[src/mfs_pkg.sv]
`timescale 1ns / 1ps
// ----------------------------------------------------------------------------
// mfs_pkg: shared constants and types of the Manchester frame serializer
// Stream geometry, word packing constants and the frame type shared by the
// front stage, the frame queue and the serializer.
// ----------------------------------------------------------------------------
package mfs_pkg;

  // Frame and packing geometry
  localparam int HALF_BITS      = 40;
  localparam int FRAME_BITS     = 2 * HALF_BITS;
  localparam int FRAME_IDX_W    = $clog2(FRAME_BITS);
  localparam int WORD_BITS      = 16;
  localparam int PREAMBLE_PAIRS = 128;

  // Stream layout in symbols
  localparam int PAYLOAD_SYMS = 2 * FRAME_BITS;
  localparam int GAP_A        = 4;
  localparam int GAP_B        = 8;
  localparam int PRE_SYMS     = 2 * PREAMBLE_PAIRS;
  localparam int PAY1_START   = PRE_SYMS + GAP_A;
  localparam int GAP2_START   = PAY1_START + PAYLOAD_SYMS;
  localparam int PAY2_START   = GAP2_START + GAP_B;
  localparam int TOTAL_SYMS   = PAY2_START + PAYLOAD_SYMS;

  // Word packing
  localparam int NUM_WORDS  = (TOTAL_SYMS + WORD_BITS - 1) / WORD_BITS;
  localparam int LAST_POS   = (NUM_WORDS - 1) * WORD_BITS;
  localparam int LAST_COUNT = TOTAL_SYMS - LAST_POS;
  localparam int SYM_W      = $clog2(NUM_WORDS * WORD_BITS);
  localparam int CNT_W      = 5;

  // Frame queue depth
  localparam int QUEUE_DEPTH = 2;

  typedef logic [HALF_BITS-1:0]  half_t;
  typedef logic [FRAME_BITS-1:0] frame_t;
  typedef logic [WORD_BITS-1:0]  word_t;
  typedef logic [CNT_W-1:0]      count_t;

endpackage

[src/mfs_front.sv]
`timescale 1ns / 1ps
`default_nettype none
// ----------------------------------------------------------------------------
// mfs_front: frame intake and check insertion
// Accepts one frame beat, replaces the low nibble of byte 9 with the 4-bit
// check and holds the result until the frame queue takes it.
// ----------------------------------------------------------------------------
module mfs_front (
  input  wire logic           clk,
  input  wire logic           rst,
  input  wire logic           frame_valid,
  output logic                frame_ready,
  input  wire mfs_pkg::half_t first_half,
  input  wire mfs_pkg::half_t second_half,
  output logic                push_valid,
  input  wire logic           push_ready,
  output mfs_pkg::frame_t     push_frame
);
  import mfs_pkg::*;

  logic   stage_valid;
  frame_t stage_frame;
  logic   [3:0] check;
  logic   take;

  // Fold all nibbles except the incoming check nibble, then add one
  always_comb begin
    logic [3:0] acc;
    acc = 4'h0;
    for (int i = 0; i < HALF_BITS / 4; i++) begin
      acc = acc ^ first_half[4*i +: 4];
    end
    for (int i = 1; i < HALF_BITS / 4; i++) begin
      acc = acc ^ second_half[4*i +: 4];
    end
    check = acc + 4'h1;
  end

  assign frame_ready = !stage_valid || push_ready;
  assign take        = frame_valid && frame_ready;

  // Hold the checked frame until the queue takes it
  always_ff @(posedge clk) begin
    if (rst) begin
      stage_valid <= 1'b0;
    end else if (take) begin
      stage_valid <= 1'b1;
    end else if (push_ready) begin
      stage_valid <= 1'b0;
    end
  end

  always_ff @(posedge clk) begin
    if (take) begin
      stage_frame <= {first_half, second_half[HALF_BITS-1:4], check};
    end
  end

  assign push_valid = stage_valid;
  assign push_frame = stage_frame;

endmodule
`default_nettype wire

[src/mfs_queue.sv]
`timescale 1ns / 1ps
`default_nettype none
// ----------------------------------------------------------------------------
// mfs_queue: checked-frame queue
// Small FIFO of checked frames between the intake stage and the serializer,
// so that each side can stall on its own.
// ----------------------------------------------------------------------------
module mfs_queue (
  input  wire logic            clk,
  input  wire logic            rst,
  input  wire logic            push_valid,
  output logic                 push_ready,
  input  wire mfs_pkg::frame_t push_frame,
  output logic                 pop_valid,
  input  wire logic            pop,
  output mfs_pkg::frame_t      head_frame
);
  import mfs_pkg::*;

  localparam int PTR_W = $clog2(QUEUE_DEPTH);
  localparam int FILL_W = $clog2(QUEUE_DEPTH + 1);

  frame_t            slots [QUEUE_DEPTH];
  logic [PTR_W-1:0]  wr_ptr;
  logic [PTR_W-1:0]  rd_ptr;
  logic [FILL_W-1:0] fill;
  logic              do_push;
  logic              do_pop;

  assign push_ready = (fill != FILL_W'(QUEUE_DEPTH));
  assign pop_valid  = (fill != '0);
  assign do_push    = push_valid && push_ready;
  assign do_pop     = pop && pop_valid;
  assign head_frame = slots[rd_ptr];

  // Advance pointers and fill level
  always_ff @(posedge clk) begin
    if (rst) begin
      wr_ptr <= '0;
      rd_ptr <= '0;
      fill   <= '0;
    end else begin
      if (do_push) begin
        wr_ptr <= (wr_ptr == PTR_W'(QUEUE_DEPTH - 1)) ? '0 : wr_ptr + PTR_W'(1);
      end
      if (do_pop) begin
        rd_ptr <= (rd_ptr == PTR_W'(QUEUE_DEPTH - 1)) ? '0 : rd_ptr + PTR_W'(1);
      end
      if (do_push && !do_pop) begin
        fill <= fill + FILL_W'(1);
      end else if (do_pop && !do_push) begin
        fill <= fill - FILL_W'(1);
      end
    end
  end

  // Store pushed frames
  always_ff @(posedge clk) begin
    if (do_push) begin
      slots[wr_ptr] <= push_frame;
    end
  end

`ifndef SYNTHESIS
  a_fill_bound: assert property (@(posedge clk) disable iff (rst)
    fill <= FILL_W'(QUEUE_DEPTH))
    else $error("frame queue overfilled");

  a_pop_drains: assert property (@(posedge clk) disable iff (rst)
    (do_pop && !do_push) |=> (fill == $past(fill) - FILL_W'(1)))
    else $error("frame queue fill did not drop on pop");

  a_empty_ptrs: assert property (@(posedge clk) disable iff (rst)
    (fill == '0) |-> (wr_ptr == rd_ptr))
    else $error("frame queue pointers differ while empty");
`endif

endmodule
`default_nettype wire

[src/mfs_back.sv]
`timescale 1ns / 1ps
`default_nettype none
// ----------------------------------------------------------------------------
// mfs_back: symbol stream serializer
// Walks the queue head's symbol stream one word per cycle unless stalled,
// building each word lane by lane, and holds it in the output register.
// ----------------------------------------------------------------------------
module mfs_back (
  input  wire logic            clk,
  input  wire logic            rst,
  input  wire logic            head_valid,
  input  wire mfs_pkg::frame_t head_frame,
  output logic                 head_pop,
  output logic                 word_valid,
  input  wire logic            word_ready,
  output mfs_pkg::word_t       symbol_word,
  output mfs_pkg::count_t      symbol_count,
  output logic                 last_word
);
  import mfs_pkg::*;

  logic [SYM_W-1:0] pos;
  logic             advance;
  logic             at_last;
  word_t            word_next;

  // Symbol value at stream position s
  function automatic logic sym_at(input logic [SYM_W-1:0] s, input frame_t f);
    logic [SYM_W-1:0]       off;
    logic [FRAME_IDX_W-1:0] bidx;
    logic                   res;
    off  = '0;
    bidx = '0;
    res  = 1'b0;
    if (s < SYM_W'(PRE_SYMS)) begin
      res = s[0];
    end else if (s < SYM_W'(PAY1_START)) begin
      res = 1'b0;
    end else if (s < SYM_W'(GAP2_START)) begin
      off  = s - SYM_W'(PAY1_START);
      bidx = off[FRAME_IDX_W:1];
      res  = f[FRAME_IDX_W'(FRAME_BITS - 1) - bidx] ^ off[0];
    end else if (s < SYM_W'(PAY2_START)) begin
      res = 1'b0;
    end else if (s < SYM_W'(TOTAL_SYMS)) begin
      off  = s - SYM_W'(PAY2_START);
      bidx = off[FRAME_IDX_W:1];
      res  = f[FRAME_IDX_W'(FRAME_BITS - 1) - bidx] ^ off[0];
    end
    return res;
  endfunction

  // Build the next word, one lane per symbol slot
  always_comb begin
    for (int i = 0; i < WORD_BITS; i++) begin
      word_next[WORD_BITS-1-i] = sym_at(pos + SYM_W'(i), head_frame);
    end
  end

  assign at_last  = (pos == SYM_W'(LAST_POS));
  assign advance  = head_valid && (!word_valid || word_ready);
  assign head_pop = advance && at_last;

  // Advance the stream position, wrap after the last word
  always_ff @(posedge clk) begin
    if (rst) begin
      pos <= '0;
    end else if (advance) begin
      pos <= at_last ? '0 : pos + SYM_W'(WORD_BITS);
    end
  end

  // Output register
  always_ff @(posedge clk) begin
    if (rst) begin
      word_valid <= 1'b0;
    end else if (advance) begin
      word_valid <= 1'b1;
    end else if (word_ready) begin
      word_valid <= 1'b0;
    end
  end

  always_ff @(posedge clk) begin
    if (advance) begin
      symbol_word  <= word_next;
      symbol_count <= at_last ? CNT_W'(LAST_COUNT) : CNT_W'(WORD_BITS);
      last_word    <= at_last;
    end
  end

`ifndef SYNTHESIS
  a_pos_bound: assert property (@(posedge clk) disable iff (rst)
    pos <= SYM_W'(LAST_POS))
    else $error("stream position past last word");

  a_wrap: assert property (@(posedge clk) disable iff (rst)
    (advance && at_last) |=> (pos == '0))
    else $error("stream position did not wrap after last word");

  a_last_count: assert property (@(posedge clk) disable iff (rst)
    (word_valid && last_word) |-> (symbol_count == CNT_W'(LAST_COUNT)))
    else $error("final word carries wrong symbol count");
`endif

endmodule
`default_nettype wire

[src/manchester_frame_serializer.sv]
`timescale 1ns / 1ps
`default_nettype none
// ----------------------------------------------------------------------------
// manchester_frame_serializer: Manchester frame serializer with preamble
// Inserts a 4-bit check into each 80-bit frame and emits the preamble, gaps
// and twice-sent Manchester-coded payload as 16-symbol words.
// ----------------------------------------------------------------------------
//  channel | handshake                | payload
//  --------+--------------------------+-----------------------------------------
//  frame   | frame_valid, frame_ready | first_half[39:0], second_half[39:0]
//  word    | word_valid, word_ready   | symbol_word[15:0], symbol_count[4:0],
//          |                          | last_word
//
//  Each frame yields 37 word beats, one per cycle when word_ready is high.
//  After the intake stage takes a frame, its first word passes the queue
//  write and then the output register before it is valid. Up to two checked
//  frames wait in the queue plus one in the intake stage. A low word_ready
//  holds the current word and stalls the serializer; frames keep entering
//  until the queue is full. rst is synchronous and clears all valid flags
//  and the stream position.
// ----------------------------------------------------------------------------
module manchester_frame_serializer (
  input  wire logic           clk,
  input  wire logic           rst,
  input  wire logic           frame_valid,
  output logic                frame_ready,
  input  wire mfs_pkg::half_t first_half,
  input  wire mfs_pkg::half_t second_half,
  output logic                word_valid,
  input  wire logic           word_ready,
  output mfs_pkg::word_t      symbol_word,
  output mfs_pkg::count_t     symbol_count,
  output logic                last_word
);
  import mfs_pkg::*;

  logic   push_valid;
  logic   push_ready;
  frame_t push_frame;
  logic   head_valid;
  logic   head_pop;
  frame_t head_frame;

  // Intake and check insertion
  mfs_front u_front (
    .clk         (clk),
    .rst         (rst),
    .frame_valid (frame_valid),
    .frame_ready (frame_ready),
    .first_half  (first_half),
    .second_half (second_half),
    .push_valid  (push_valid),
    .push_ready  (push_ready),
    .push_frame  (push_frame)
  );

  // Decoupling queue
  mfs_queue u_queue (
    .clk        (clk),
    .rst        (rst),
    .push_valid (push_valid),
    .push_ready (push_ready),
    .push_frame (push_frame),
    .pop_valid  (head_valid),
    .pop        (head_pop),
    .head_frame (head_frame)
  );

  // Serializer and output register
  mfs_back u_back (
    .clk          (clk),
    .rst          (rst),
    .head_valid   (head_valid),
    .head_frame   (head_frame),
    .head_pop     (head_pop),
    .word_valid   (word_valid),
    .word_ready   (word_ready),
    .symbol_word  (symbol_word),
    .symbol_count (symbol_count),
    .last_word    (last_word)
  );

endmodule
`default_nettype wire

[config.mk]
export PLATFORM = sky130hd
export DESIGN_NAME = manchester_frame_serializer
export DESIGN_NICKNAME = d
export VERILOG_FILES = /design/src/mfs_pkg.sv /design/src/mfs_front.sv /design/src/mfs_queue.sv /design/src/mfs_back.sv /design/src/manchester_frame_serializer.sv
export SDC_FILE = /design/constraint.sdc
export NUM_CORES = 1
export LEC_CHECK = 0
export BUFFER_PORTS_ARGS = -buffer_cell sky130_fd_sc_hd__buf_2
export CORE_AREA = 2 2 156 158
export CTS_CLUSTER_DIAMETER = 80
export DETAILED_ROUTE_END_ITERATION = 8
export DIE_AREA = 0 0 158 160
export PLACE_DENSITY = 0.76
export SLEW_MARGIN = 20
export SYNTH_ARGS = -nofsm -noshare
export SYNTH_HDL_FRONTEND = slang
export SYNTH_HIERARCHICAL = 1
export SYNTH_SLANG_ARGS = --single-unit
[constraint.sdc]
create_clock -name clk -period 5.2 [get_ports clk]
set_clock_uncertainty 0.1 [all_clocks]
set_input_delay 0.78 -clock clk [delete_from_list [all_inputs] [get_ports clk]]
set_output_delay 0.78 -clock clk [all_outputs]
set_load 0.05 [all_outputs]
==> impl_results.md, run 1 <==
* Setup Buffers After CTS at 0
* Outcome: completed
* Worst Max-Slew Pin Slew at ~1.0 ns
* Syn Std Cell Area at approximately 0.013 mm²
* Int Power at a little over 4 mW
* Worst path bufs/invs at 2
* CTS tree: built
* H-tree depth at 1
* Count leader, synth: edfxtp_1
* Critical path peak fanout at 24
* Fmax at 281 MHz
* Startpoint types: flop
* Die X at approximately 160 µm
* RSZ-0062 raised after global routing: false
* Share of cells above drive strength 1 at between 20% and 30%
* Core Util, Final at between 60% and 70%
* WL final at about 26 mm
* CTS hold repair buffers at 0
* DP HPWL at 17.3 mm
* Register area share after synthesis at 60.4%
* CP Capture Type: flop
* Vias in the first global route at about 7,500
* Post-Syn Area per Cell at between 15 and 20 µm²
* Ys Warns at 6
* Clock Pin Slew Worst Setup and Hold Paths at ~0.06 ns
* PnR Total Power at approximately 5.6 mW
* Synth top area cells: edfxtp_1 (58%), mux2_2 (7.2%), mux4_2 (5.3%), xnor2_1 (5.1%), ha_1 (3.6%)
* CP max stage delay at between 0.7 and 0.8 ns
* Slew Limit Headroom at between 30% and 40%
* Max VDD drop at 257 µV
* Ys async rst share at 0%
* Die area at between 0.02 and 0.03 mm²
* Crit-path cells: inv_1 -> ha_1 -> buf_4 -> ha_1 -> mux4_2 -> mux2_2 -> nand2_1 -> o41ai_1 -> o221ai_1
* Diode count at 0
* Ys flop type: edfxtp_1
* Synth cell types at 71
* Via density at roughly 5.6
* Core Area at around 0.024 mm²
* Ports at 108
* Combinational fraction of design power at between 20% and 30%
* Cell count after synthesis at 854
* Hold Crit Start: first_half[20]
* Final nets at around 1,100
* Clk pwr share at 33.0%
* Total congestion overflow at 0
* Number of synthesized register bits at 271
* Final worst slack at about 1.6 ns
* CTS resizes at 0
* Starting DRT DRC Count at around 480
* Clk Latency, worst-skew pair at 0.54 ns
* Setup violators final at 0
* Setup Crit Path Kind: reg -> reg
* Clock root cell: clkbuf_16
* Slowest cell on crit path: dfxtp_2
* Antenna violations before repair at 0
* Antenna Nets Post-Route at 0
* Clk buf depth at 3
* Sequential share of power at approximately 47%
* Clk sinks at between 200 and 300
* Crit path max-delay family: adder cells
* Overall routing resource usage at between 20% and 30%
* Port bufs at about 100
* Largest net degree at the start of global routing at slightly above 80
* Fill cells at 1,794
* DRC viols at 0
* Synth area leader: edfxtp_1
* First-pass GRT wire length at between 40 and 50 mm
* Top-area cell type share of the netlist area at between 50% and 60%
* Leak at roughly 5.2 nW
* NetSw at around 1.4 mW
* Worst r2r src: u_back/pos[4]
* Synth cell count leaders: edfxtp_1 (258), mux2_2 (85), xnor2_1 (77)
* Req. time, crit path at between 5 and 6 ns
* Die Ht at ~160 µm
* Gpl congestion at roughly 0.94
* Initial Util at between 50% and 60%
* P per Cell Area at ~380 mW/mm²
* Avg WL per Cell at between 15 and 20 µm
* Setup_tns at 0 ns
* Row Count at 57
* Worst Hold Class: in -> reg
* Post-synth EDFFs at roughly 260
* Sw frac at between 20% and 30%
* Final Hold Vio Count at 0
* Placement Setup Slack at 1.71 ns
* Crit path time final at roughly 3.6 ns
* CP most frequent cell: ha_1
* CTS buffer count at 28
* Vias at 7,310
* Max_cap viols at 0
* Launch point of the worst path: u_back/pos[4]
* First-pass DRT Iterations at 5
* Fin crit share at between 60% and 70%
* Crit path DAT at 3.81 ns
* Final Max Tran Viols at 0
* Synth-to-Final Area Change at 12.4%
layout make-up:
class                      count  area (µm²)  share of cell area (%)
clock inverter                17         105                   0.706
tap                          324         405                    2.72
clock buffer                  35         748                    5.02
sequential                   271        8010                    53.8
timing repair buffer         113         616                    4.13
multi-input combinational    521        4930                    33.1
inverter                      21        81.3                   0.546
final timing paths:
path	end	slack, ns	depth (start not counted)
hold reg to reg	u_queue/slots[1][19]	0.34	0
setup / recovery	u_back/symbol_word[14]	1.63	9
hold / removal	u_front/push_frame[60]	0.34	1
setup reg to reg	u_back/symbol_word[14]	1.63	9
per-layer routing:
metal | vias up | global-route usage (%) | share of wire [%]
li1 | 3457 | - | -
met1 | 3653 | 28.4 | 43
met2 | 166 | 34.9 | 51
met3 | 34 | 2.82 | 4.2
met4 | 0 | 5.53 | 1.7
met5 | - | 0 | 0
metrics by stage:
stage	hold WS (ns)	std cells	area, µm²
2_1_floorplan	0.321	855	13300
3_3_place_gp	0.322	1249	14000
3_5_place_dp	0.330	1249	14000
4_1_cts	0.321	1301	14900
5_1_grt	0.317	1302	14900
6_report	0.340	1302	14900
sequential cells by signal, summed over array words and instances, names as in the netlist, named ones only:
register / cells
u_front/push_frame: 80
u_back/pos: 6
u_back/word_valid: 1
u_front/push_valid: 1
u_back/symbol_word: 16
u_queue/slots: 160
u_queue/wr_ptr: 1
u_queue/fill: 2
u_back/symbol_count: 2
u_queue/rd_ptr: 1
worst register-to-register path: stages (launching register included):
cell,delay [ns]
dfxtp_2,0.73
inv_1,0.36
ha_1,0.38
buf_4,0.24
ha_1,0.41
mux4_2,0.51
mux2_2,0.27
nand2_1,0.05
o41ai_1,0.08
o221ai_1,0.24
cell families (layout without fill, tap and decap cells):
family	after synthesis	after routing	share of synthesized area (%)
compound gates	86	86	4.39
simple gates	131	131	5.36
buf+inv	63	186	2.48
mux	157	157	15.6
xor+xnor	107	107	8.09
other cells	1	2	0.0283
fa+ha+maj	38	38	3.59
flops	271	271	60.4
power groups by stage:
stage	combinational [mW]	sequential [mW]	clock (mW)
after floorplan	0.841	2.67	0
after global placement	1.09	2.66	0
after detailed placement	1.11	2.67	0
after CTS	1.12	2.62	1.89
after global routing	1.21	2.63	1.98
final	1.12	2.62	1.85
cells in the final DEF (no fill, tap or decap), types with 4 or more instances in the layout:
| cell type | count |
|---|---|
| mux2_2 | 85 |
| xnor2_1 | 77 |
| nand3_1 | 18 |
| a21oi_1 | 32 |
| o31ai_1 | 5 |
| nand2b_1 | 10 |
| o211ai_1 | 8 |
| or2_2 | 4 |
| edfxtp_1 | 258 |
| buf_4 | 11 |
| clkinv_1 | 9 |
| clkbuf_16 | 29 |
| or3_1 | 10 |
| ha_1 | 38 |
| dfxtp_1 | 11 |
| inv_1 | 18 |
| and3b_1 | 4 |
| clkinv_2 | 6 |
| mux2i_1 | 40 |
| xor2_1 | 19 |
| xnor3_1 | 6 |
| o21ai_0 | 9 |
| buf_2 | 101 |
| nor2b_1 | 4 |
| mux4_2 | 31 |
| clkbuf_1 | 6 |
| nor2_1 | 28 |
| nand2_1 | 16 |
| nor3_1 | 12 |
(Power assumes the default switching activity.)
==> run 2, diff against run 1 <==
- ABC_AREA: default -> 1
- CORE_AREA: 2 2 156 158 -> 2 2 165 167
- DIE_AREA: 0 0 158 160 -> 0 0 167 169
- clock period: 5.2 -> 3.2 ns (I/O delays scaled with it)
==> impl_results.md, run 2 <==
* Int Power at 6.63 mW
* Clk pwr share at 32.5%
* Synth cell types at 46
* Fin crit share at roughly 88%
* Largest register FFs at between 150 and 200
* Largest net degree at the start of global routing at between 80 and 90
* Ys Warns at 6
* Slowest cell on crit path: ha_1
* H-tree depth at 1
* Port bufs at about 100
* Diode count at 0
* Synth top area cells: edfxtp_1 (54%), nand2_1 (11%), mux2_4 (8.3%), nand3_1 (5.4%), inv_1 (3.9%)
* Clock root cell: clkbuf_16
* Sequential share of power at between 40 and 50%
* Count leader, synth: nand2_1
* Outcome: completed
* Register area share after synthesis at roughly 56%
* Most frequent cells in the layout: nand2_1 (435), edfxtp_1 (258), nand3_1 (155), inv_1 (151), buf_2 (101)
* Final nets at 1,642
* Setup violators final at 0
* Share of cells above drive strength 1 at a little under a fifth
* CTS tree: built
* Ys flop type: edfxtp_1
* Setup Buffers After CTS at 0
* Req. time, crit path at 3.36 ns
* Clock Pin Slew Worst Setup and Hold Paths at roughly 0.060 ns
* Max_cap viols at 0
* Total congestion overflow at 0
* Crit path DAT at around 3.0 ns
* Setup Crit Path Kind: reg -> reg
* Combinational fraction of design power at a little under a quarter
* Synth-to-Final Area Change at 12.1%
* Starting DRT DRC Count at around 750
* DRC viols at 0
* Via density at roughly 5.3
* PnR Total Power at 9.33 mW
* Synth cell count leaders: nand2_1 (435), edfxtp_1 (258), nand3_1 (155)
* Antenna violations before repair at 0
* Clk buf depth at 3
* Die X at between 150 and 200 µm
* Clk sinks at approximately 270
* Worst Max-Slew Pin Slew at 0.688 ns
* Syn Std Cell Area at 0.0144 mm²
* Antenna Nets Post-Route at 0
* Overall routing resource usage at 21.9%
* Fmax at about 360 MHz
* CP max stage delay at approximately 0.43 ns
* CTS buffer count at 27
* Number of synthesized register bits at around 270
* Post-Syn Area per Cell at roughly 10 µm²
* Crit path time final at 2.81 ns
* Startpoint types: flop
* Clk Latency, worst-skew pair at 0.52 ns
* Slew Limit Headroom at 53.9%
* Top-area cell type share of the netlist area at a little over half
* Die Ht at roughly 170 µm
* Vias at around 10,000
* Die area at roughly 0.028 mm²
* Final Max Tran Viols at 0
* First-pass DRT Iterations at 5
* Final Hold Vio Count at 0
* Ports at roughly 110
* CTS resizes at 0
* CP Capture Type: flop
* Post-synth EDFFs at 258
* Gpl congestion at 0.965
* NetSw at 2.71 mW
* WL final at slightly above 30 mm
* Worst Hold Class: in -> reg
* Largest register by flop count: u_queue/slots
* CP most frequent cell: nand2_1
* Max VDD drop at approximately 540 µV
* RSZ-0062 raised after global routing: false
* CTS hold repair buffers at 0
* Hold_ws at around 0.055 ns
* Leak at ~7 nW
* First-pass GRT wire length at ~50 mm
* Commonest non-fill, non-tap cell in the layout: nand2_1
* Avg WL per Cell at between 15 and 20 µm
* Core Area at around 0.027 mm²
* Row Count at 60
* Ys async rst share at 0%
* Vias in the first global route at 9,553
* Critical path peak fanout at 9
* Sw frac at 29.0%
* Synth area leader: edfxtp_1
* DP HPWL at 22.8 mm
* Initial Util at 54.3%
* Cell count after synthesis at 1,403
* P per Cell Area at 578 mW/mm²
* Crit-path cells: inv_1 -> ha_1 -> clkinv_1 -> ha_1 -> inv_1 -> nand2_1 -> nor2_1 -> o21a_1 -> nand3_1 -> nand3_1 -> nand2_1 -> nand2_1 -> nand2_1
-- run 2: cell count changes in the layout (fill, tap and decap cells not counted), moves of 31 or more --
cell,change
nand3_1,+137
inv_1,+133
nor2_1,+36
mux2i_1,-40
mux4_2,-31
nand2_1,+419
mux2_2,-85
xnor2_1,-60
mux2_4,+79
-- run 2: through the flow --
step                setup slack [ns]  util, %  TNS, ns  cells  cell area (µm²)
global route                   0.180     60.9        0   1879            16100
global placement               0.424     57.7        0   1832            15300
floorplan                      -1.29        -  -221.15   1404            14400
finish                         0.388     60.9        0   1879            16100
CTS                            0.386     60.9        0   1879            16100
detailed placement             0.405     57.7        0   1832            15300
-- run 2: path summary, 6_finish.rpt --
path / startpoint / end / slack (ns) / depth (start not counted)
worst max-delay path: u_back/pos[5] / u_back/symbol_word[10] / 0.39 / 13
worst min-delay path: second_half[21] / u_front/push_frame[21] / 0.05 / 1
worst max register to register: u_back/pos[5] / u_back/symbol_word[10] / 0.39 / 13
worst min register to register: u_front/push_frame[39] / u_queue/slots[0][39] / 0.34 / 0
-- run 2: layer usage --
layer / up-vias / GRT usage, % / routed length (µm)
met4: 0 / 5.66 / 708
met1: 4609 / 30.2 / 13700
met5: - / 0 / 0
li1: 4925 / - / -
met3: 43 / 2.36 / 1650
met2: 298 / 37.2 / 14700
-- run 2: kinds of logic after synthesis --
kind of cell | synth area share, %
AOI/OAI and AO/OA | 3.29
buffers and inverters | 6.92
muxes | 8.34
other | 0.0260
adders and majority gates | 3.30
DFF | 55.6
xor gates and xnor gates | 2.18
and+or+nand+nor | 20.3
-- run 2: area by class of cell --
type | instances | area [µm²]
Fill cell | 2129 | 10400
Clock buffer | 30 | 687
Timing Repair Buffer | 131 | 806
Sequential cell | 271 | 8010
Multi-Input combinational cell | 928 | 5430
Inverter | 161 | 609
Clock inverter | 17 | 171
Tap cell | 341 | 427
-- run 2: critical path: cells and delay by family (launching register included) --
family          cells  cell delay (ns)
buf+inv             3             0.57
compound gates      1             0.13
flops               1             0.37
fa+ha+maj           2             0.81
simple gates        7             0.57
-- run 2: power by group through the flow --
stage	clock network (mW)	registers [mW]	logic, mW
after floorplan	0	4.29	1.47
after CTS	3.09	4.20	2.09
after global placement	0	4.25	2.03
after detailed placement	0	4.27	2.08
final	3.03	4.19	2.11
after global routing	3.25	4.21	2.37
==> run 3, diff against run 2 <==
- PLACE_DENSITY: 0.76 -> 0.8
==> impl_results.md, run 3 (synthesis results as in run 2) <==
* Leak at about 6.9 nW
* Worst reg-to-reg path cell count at 12
* Req. time, crit path at roughly 3.4 ns
* Clock root cell: clkbuf_16
* RSZ-0062 raised after global routing: false
* Final Hold Vio Count at 0
* CTS hold repair buffers at 0
* Final nets at approximately 1,600
* CTS tree: built
* Setup Crit Path Kind: reg -> reg
* DP HPWL at roughly 23 mm
* Fmax at between 300 and 400 MHz
* Largest register by flop count: u_queue/slots
* Final Max Tran Viols at 0
* Crit-path cells: buf_4 -> ha_1 -> or2_2 -> xor2_1 -> ha_1 -> xnor2_1 -> inv_1 -> nand2_1 -> nand2_1 -> a21oi_1 -> a21oi_1 -> nor2_1
* Avg WL per Cell at 16.9 µm
* First-pass DRT Iterations at 6
* Largest net degree at the start of global routing at between 60 and 70
* Synth-to-Final Area Change at 11.6%
* DRC viols at 0
* Clock Pin Slew Worst Setup and Hold Paths at about 0.070 ns
* R2r setup slk at roughly 0.36 ns
* WL met1 at around 14 mm
* H-tree depth at 1
* Most frequent cells in the layout: nand2_1 (435), edfxtp_1 (258), nand3_1 (155), inv_1 (151), buf_2 (101)
* Largest register FFs at 160
* Startpoint types: flop
* Outcome: completed
* Diode count at 0
* Setup Buffers After CTS at 0
* Total congestion overflow at 0
* Row Count at 60
* Routed wl met3 at just under 2 mm
* Die X at ~170 µm
* Hold Path End: u_front/push_frame[4]
* Die Ht at 169 µm
* P per Cell Area at between 500 and 600 mW/mm²
* Port bufs at ~100
* Ports at approximately 110
* CTS resizes at 0
* Slew Limit Headroom at between 50% and 60%
* Vias in the first global route at around 10,000
* Overall routing resource usage at between 20 and 25%
* Clk Latency, worst-skew pair at between 0.5 and 0.6 ns
* Critical path peak fanout at 36
* Hold path cells at 1
* Top routing layer used: met4
* Critical R2R Capture: u_back/symbol_word[3]
* Max VDD drop at 445 µV
* Core Util, Final at roughly three fifths
* Setup violators final at 0
* Fin crit share at 88.8%
* Setup_tns at 0 ns
* Clk sinks at between 200 and 300
* Clk buf depth at 3
* Via density at ~5.4
* Gpl congestion at about 0.95
* Worst Hold Class: in -> reg
* CP max stage delay at about 0.36 ns
* Vias at ~10,000
* Worst r2r src: u_back/pos[5]
* CP Capture Type: flop
* Crit path time final at approximately 2.8 ns
* Antenna violations before repair at 0
* Die area at roughly 0.028 mm²
* Met2 routed WL at ~15 mm
* WL final at about 32 mm
* Crit path DAT at ~3 ns
* Max_cap viols at 0
* CTS buffer count at 27
* Core Area at around 0.027 mm²
* Commonest non-fill, non-tap cell in the layout: nand2_1
* Slowest cell on crit path: or2_2
* Antenna Nets Post-Route at 0
* Share of cells above drive strength 1 at about a fifth
* Hold Crit Start: second_half[4]
* Starting DRT DRC Count at 762
* Initial Util at 54.3%
* First-pass GRT wire length at roughly 50 mm
* Worst Max-Slew Pin Slew at 0.668 ns
run 3: final cells by class:
| class | count | area (µm²) |
|---|---|---|
| Inverter | 161 | 609 |
| Clock buffer | 32 | 694 |
| Timing Repair Buffer | 132 | 813 |
| Multi-Input combinational cell | 928 | 5430 |
| Tap cell | 341 | 427 |
| Sequential cell | 271 | 8010 |
| Fill cell | 2107 | 10400 |
| Clock inverter | 12 | 95.1 |
run 3: routing by layer:
| layer | track usage (%) | vias to the layer above |
|---|---|---|
| li1 | - | 4921 |
| met1 | 29.2 | 4733 |
| met2 | 38.9 | 357 |
| met3 | 3.18 | 72 |
| met4 | 7.38 | 0 |
| met5 | 0 | - |
run 3: report_power, final:
group	total, mW	internal [mW]	switching (mW)
sequential	4.19	4.11	0.0793
combinational	2.12	0.733	1.39
clock	2.90	1.62	1.28
total	9.22	6.47	2.75
run 3: metrics by stage:
stage / setup slack, ns / total power, mW / instance area [µm²] / cells / hold WS (ns)
6_report: 0.360 / 9.22 / 16100 / 1877 / 0.0443
2_1_floorplan: -1.29 / 5.76 / 14400 / 1404 / 0.321
3_3_place_gp: 0.458 / 6.28 / 15300 / 1833 / 0.323
5_1_grt: 0.183 / 9.68 / 16100 / 1877 / 0.0323
3_5_place_dp: 0.447 / 6.35 / 15300 / 1833 / 0.331
4_1_cts: 0.419 / 9.25 / 16100 / 1877 / 0.0272
run 3: how the worst max path moves through the flow:
stage | from | to | slack [ns] | cells after the start
3_5_place_dp | u_back/pos[5] | u_back/symbol_word[10] | 0.45 | 13
4_1_cts | u_back/pos[5] | u_back/symbol_word[10] | 0.42 | 13
5_1_grt | u_back/pos[5] | u_back/symbol_word[10] | 0.18 | 13
2_1_floorplan | u_queue/fill[0] | u_queue/slots[0][0] | -1.29 | 4
3_3_place_gp | u_back/pos[5] | u_back/symbol_word[10] | 0.46 | 13
6_report | u_back/pos[5] | u_back/symbol_word[3] | 0.36 | 12
run 3: critical path: cells and delay by family (launching register included):
| family | cells | cell delay (ns) |
|---|---|---|
| flip-flops | 1 | 0.31 |
| XOR/XNOR | 2 | 0.37 |
| adder cells (fa/ha/maj) | 2 | 0.53 |
| AND/OR/NAND/NOR | 4 | 0.76 |
| AO/OA/AOI/OAI | 2 | 0.20 |
| buffers and inverters | 2 | 0.32 |
